`config.mk`:
```
export PLATFORM = sky130hd
export DESIGN_NAME = prs_ram
export DESIGN_NICKNAME = d
export VERILOG_FILES = /design/src/hw/rtl/prs_ram.sv
export SDC_FILE = /design/constraint.sdc
export NUM_CORES = 2
export LEC_CHECK = 0
export BUFFER_PORTS_ARGS = -buffer_cell sky130_fd_sc_hd__buf_2
export CAP_MARGIN = 0
export CORE_MARGIN = 2
export CORE_UTILIZATION = 55
export DETAILED_ROUTE_END_ITERATION = 8
export PLACE_DENSITY = 0.81
export SLEW_MARGIN = 20
export SYNTH_ARGS = -nofsm -noshare
export SYNTH_HDL_FRONTEND = slang
export SYNTH_SLANG_ARGS = --single-unit
```
`constraint.sdc`:
```
create_clock -name clk -period 3.76 [get_ports clk]
set_input_delay 0.564 -clock clk [delete_from_list [all_inputs] [get_ports clk]]
set_output_delay 0.564 -clock clk [all_outputs]
set_load 0.05 [all_outputs]
```
`src/hw/rtl/prs_ram.sv`:
```
// ----------------------------------------------------------------------------
// Generic RAM
// One write port and one read port with a registered read.
// ----------------------------------------------------------------------------
module prs_ram #(
  parameter int WIDTH = 32,
  parameter int DEPTH = 64
) (
  input  logic                                      clk,
  input  logic                                      we,
  input  logic [((DEPTH > 1) ? $clog2(DEPTH) : 1)-1:0] waddr,
  input  logic [WIDTH-1:0]                          wdata,
  input  logic                                      re,
  input  logic [((DEPTH > 1) ? $clog2(DEPTH) : 1)-1:0] raddr,
  output logic [WIDTH-1:0]                          rdata
);

  logic [WIDTH-1:0] mem [DEPTH];

  always_ff @(posedge clk) begin
    if (we) begin
      mem[waddr] <= wdata;
    end
    if (re) begin
      rdata <= mem[raddr];
    end
  end

endmodule
```
==> impl_metrics.env <==
export IMPL_synth_compound_area_share_pct=1.67
export IMPL_antenna_found_initial=21
export IMPL_vias=40600
export IMPL_dieArea_mm2=0.146
export IMPL_rsz0062_at_grt="no"
export IMPL_rr_worst_depth=4
export IMPL_cts_setup_buffers=0
export IMPL_synthMuxAreaShare_pct=16.7
export IMPL_worst_pin_slew_ns=1.24
export IMPL_fillers=8595
export IMPL_cts_root_buf="clkbuf_16"
export IMPL_timing_hold_ws_ns=0.248
export IMPL_startpoint_type="primary input"
export IMPL_worstHoldEndpoint="mem[44][6]"
export IMPL_maxCapViolCount=0
export IMPL_vias_per_cell=7.15
export IMPL_powerDensity_mw_per_mm2=535
export IMPL_area_delta_synth_final_pct=13.7
export IMPL_overflow=0
export IMPL_hold_viol_final=0
export IMPL_setup_worst_path_end_class="register"
export IMPL_grt_max_degree=65
export IMPL_p_clk_share_pct=40.6
export IMPL_drt_antenna_violating_nets=0
export IMPL_outcome="completed"
export IMPL_remaining_drc_errors=0
export IMPL_worstSetupPathType="in2reg"
export IMPL_syn_inst=3324
export IMPL_die_w_um=383
export IMPL_insertion_delay_ns=0.85
export IMPL_routedWlPerCell_um=40.0
export IMPL_holdCritPathClass="in2reg"
export IMPL_synth_seq_cells=2080
export IMPL_io_pin_count=79
export IMPL_setup_violations=0
export IMPL_cts_buffer_depth=3
export IMPL_report_final_slew_viol_count=0
export IMPL_synth_xor_area_share_pct=0
export IMPL_post_route_period_util_pct=77.1
export IMPL_drt_pass1_iterations=6
export IMPL_grt_pass1_wl_um=316000
export IMPL_layout_nets=3667
export IMPL_htreeDepth=4
export IMPL_cellLeakagePower_nw=28.0
export IMPL_seq_power_share_pct=53.9
export IMPL_synth_top_family_by_area="multiplexers"
export IMPL_synth_seq_area_share_pct=79.2
export IMPL_core_mm2=0.142
export IMPL_yosysUniqueCellTypes=33
export IMPL_cts_buffers=191
export IMPL_hp_start="wdata[6]"
export IMPL_power_frac_comb_pct=5.4
export IMPL_yosysWarningCount=0
export IMPL_start_util_pct=55.5
export IMPL_clk_pin_slew_ns=0.07
export IMPL_p_switching_mw=10.5
export IMPL_cp_slowest_cell="o22ai_1"
export IMPL_layout_commonest_cell="edfxtp_1"
export IMPL_rrSetupSlack_ns=1.12
export IMPL_netlist_area_mm2=0.0788
export IMPL_synthAdderAreaFrac_pct=0
export IMPL_cts_tree="yes"
export IMPL_max_stage_delay_ns=0.74
export IMPL_yosys_area_share_simple_pct=1.26
export IMPL_drt_wl_total_um=227000
export IMPL_switching_share_pct=21.9
export IMPL_track_usage_pct=31.2
export IMPL_crit_fanout=47
export IMPL_slew_headroom_pct=17.4
export IMPL_grt_pass1_vias=41300
export IMPL_finalWeightedCongestion=0.867
export IMPL_crit_path_cell_trace="buf_8 -> buf_12 -> buf_4 -> mux4_2 -> mux4_2 -> o22ai_1 -> nor2_1"
export IMPL_intPower_mw=37.4
export IMPL_utilization_pct=63.1
export IMPL_final_cell_mix="edfxtp_1, mux4_2, clkbuf_16, buf_4, mux2i_1"
export IMPL_cpMostUsedCell="mux4_2"
export IMPL_whs_path_depth=1
export IMPL_rr_endpoint="rdata[10]"
export IMPL_worstReg2RegStart="mem[10][10]"
export IMPL_fmax_mhz=345
export IMPL_ir_worst_vdd_uv=541
export IMPL_syn_nets=3371
export IMPL_cts_hold_buf=0
export IMPL_rows=138
export IMPL_drt_initial_drc_count=7323
export IMPL_postSynthAreaPerCell_um2=23.7
export IMPL_fin_skew_ns=0.0365
export IMPL_ctsResizeCount=0
export IMPL_period_needed_ns=2.90
export IMPL_final_setup_tns_ns=0
export IMPL_dp_hpwl_um=119000
export IMPL_io_buffers=78
export IMPL_cp_data_required_time_ns=4.32
export IMPL_critPathArrivalTime_ns=3.46
export IMPL_die_h_um=383
export IMPL_cts_sink_count=2080
export IMPL_drive_gt1_share_pct=31.0
## state kept, by name, summed over array words and instances, names as in the netlist
| register | flops |
|---|---|
| rdata | 32 |
| mem | 2048 |
## Yosys cell counts
library cell,count,area [µm²]
or3b_2,3,26.3
nand3b_1,5,37.5
o221ai_1,27,236
a31oi_1,1,6.26
mux4_2,544,12300
a21oi_1,62,310
mux2i_1,93,931
or3_1,3,18.8
nand4_1,2,12.5
nand4b_1,1,8.76
buf_1,21,78.8
buf_6,5,56.3
edfxtp_1,2080,62500
o32ai_1,4,35.0
buf_2,57,285
buf_4,25,188
nor2_1,137,514
a22oi_1,12,90.1
or2_1,1,6.26
clkbuf_1,74,278
and2_1,2,12.5
a41o_1,4,40.0
and3_1,4,25.0
nand3_1,5,25.0
nand2_1,26,97.6
nor3_1,7,35.0
nor2b_1,15,93.8
or3b_1,2,17.5
o22ai_1,84,526
or2_2,1,6.26
or2_0,1,6.26
nand2b_1,8,50.1
a311oi_1,8,70.1
## critical path, delay by kind of cell
family	cells	cell delay [ns]
and+or+nand+nor	1	0.11
muxes	2	0.88
AOI/OAI and AO/OA	1	0.74
buffers and inverters	3	1.02
## stage by stage
step / std cells / setup slack (ns) / area [µm²] / power, mW
3_5_place_dp: 5317 / 0.124 / 83400 / 28.8
3_3_place_gp: 5317 / 0.133 / 83400 / 28.7
6_report: 5676 / 0.861 / 89600 / 47.9
4_1_cts: 5667 / 0.984 / 89500 / 47.8
2_1_floorplan: 3324 / 0.0362 / 78800 / 27.6
5_1_grt: 5668 / 0.937 / 89600 / 48.7
## cell type report
type                            count  area, µm²  share of cell area [%]
Tap cell                         1890       2360                    2.64
Sequential cell                  2080      62500                    69.7
Timing Repair Buffer              285       2640                    2.95
Multi-Input combinational cell   1062      16000                    17.8
Antenna cell                        9       22.5                  0.0251
Clock inverter                    117       1140                    1.27
Clock buffer                      233       5000                    5.58
## kinds of logic (layout without fill, tap and decap cells)
group / count (synthesis) / after routing
simple gates: 223 / 223
buf+inv: 182 / 635
mux: 637 / 637
flops: 2080 / 2080
compound gates: 202 / 202
other cells: 0 / 9
## power groups by stage
stage | combinational [mW] | sequential, mW | clock, mW
2_1_floorplan | 1.25 | 26.4 | 0
3_3_place_gp | 2.39 | 26.3 | 0
3_5_place_dp | 2.47 | 26.3 | 0
4_1_cts | 2.55 | 25.8 | 19.5
5_1_grt | 2.67 | 25.8 | 20.2
6_report | 2.61 | 25.8 | 19.5
## per-layer routing
metal / GRT usage (%) / up-vias / part of all wire (%)
met2: 49.3 / 3978 / 48
met1: 40.2 / 20900 / 31
met5: 0 / - / 0.058
li1: - / 14900 / -
met4: 16.7 / 20 / 6.3
met3: 8.25 / 811 / 14
## worst max path at each step
stage | startpoint | to | slack, ns
4_1_cts | raddr[0] | rdata[13] | 0.98
3_5_place_dp | raddr[0] | rdata[13] | 0.12
2_1_floorplan | waddr[3] | mem[48][0] | 0.04
6_report | raddr[1] | rdata[10] | 0.86
5_1_grt | raddr[0] | rdata[13] | 0.94
3_3_place_gp | raddr[0] | rdata[13] | 0.13
Power figures use the tool's default switching activity.
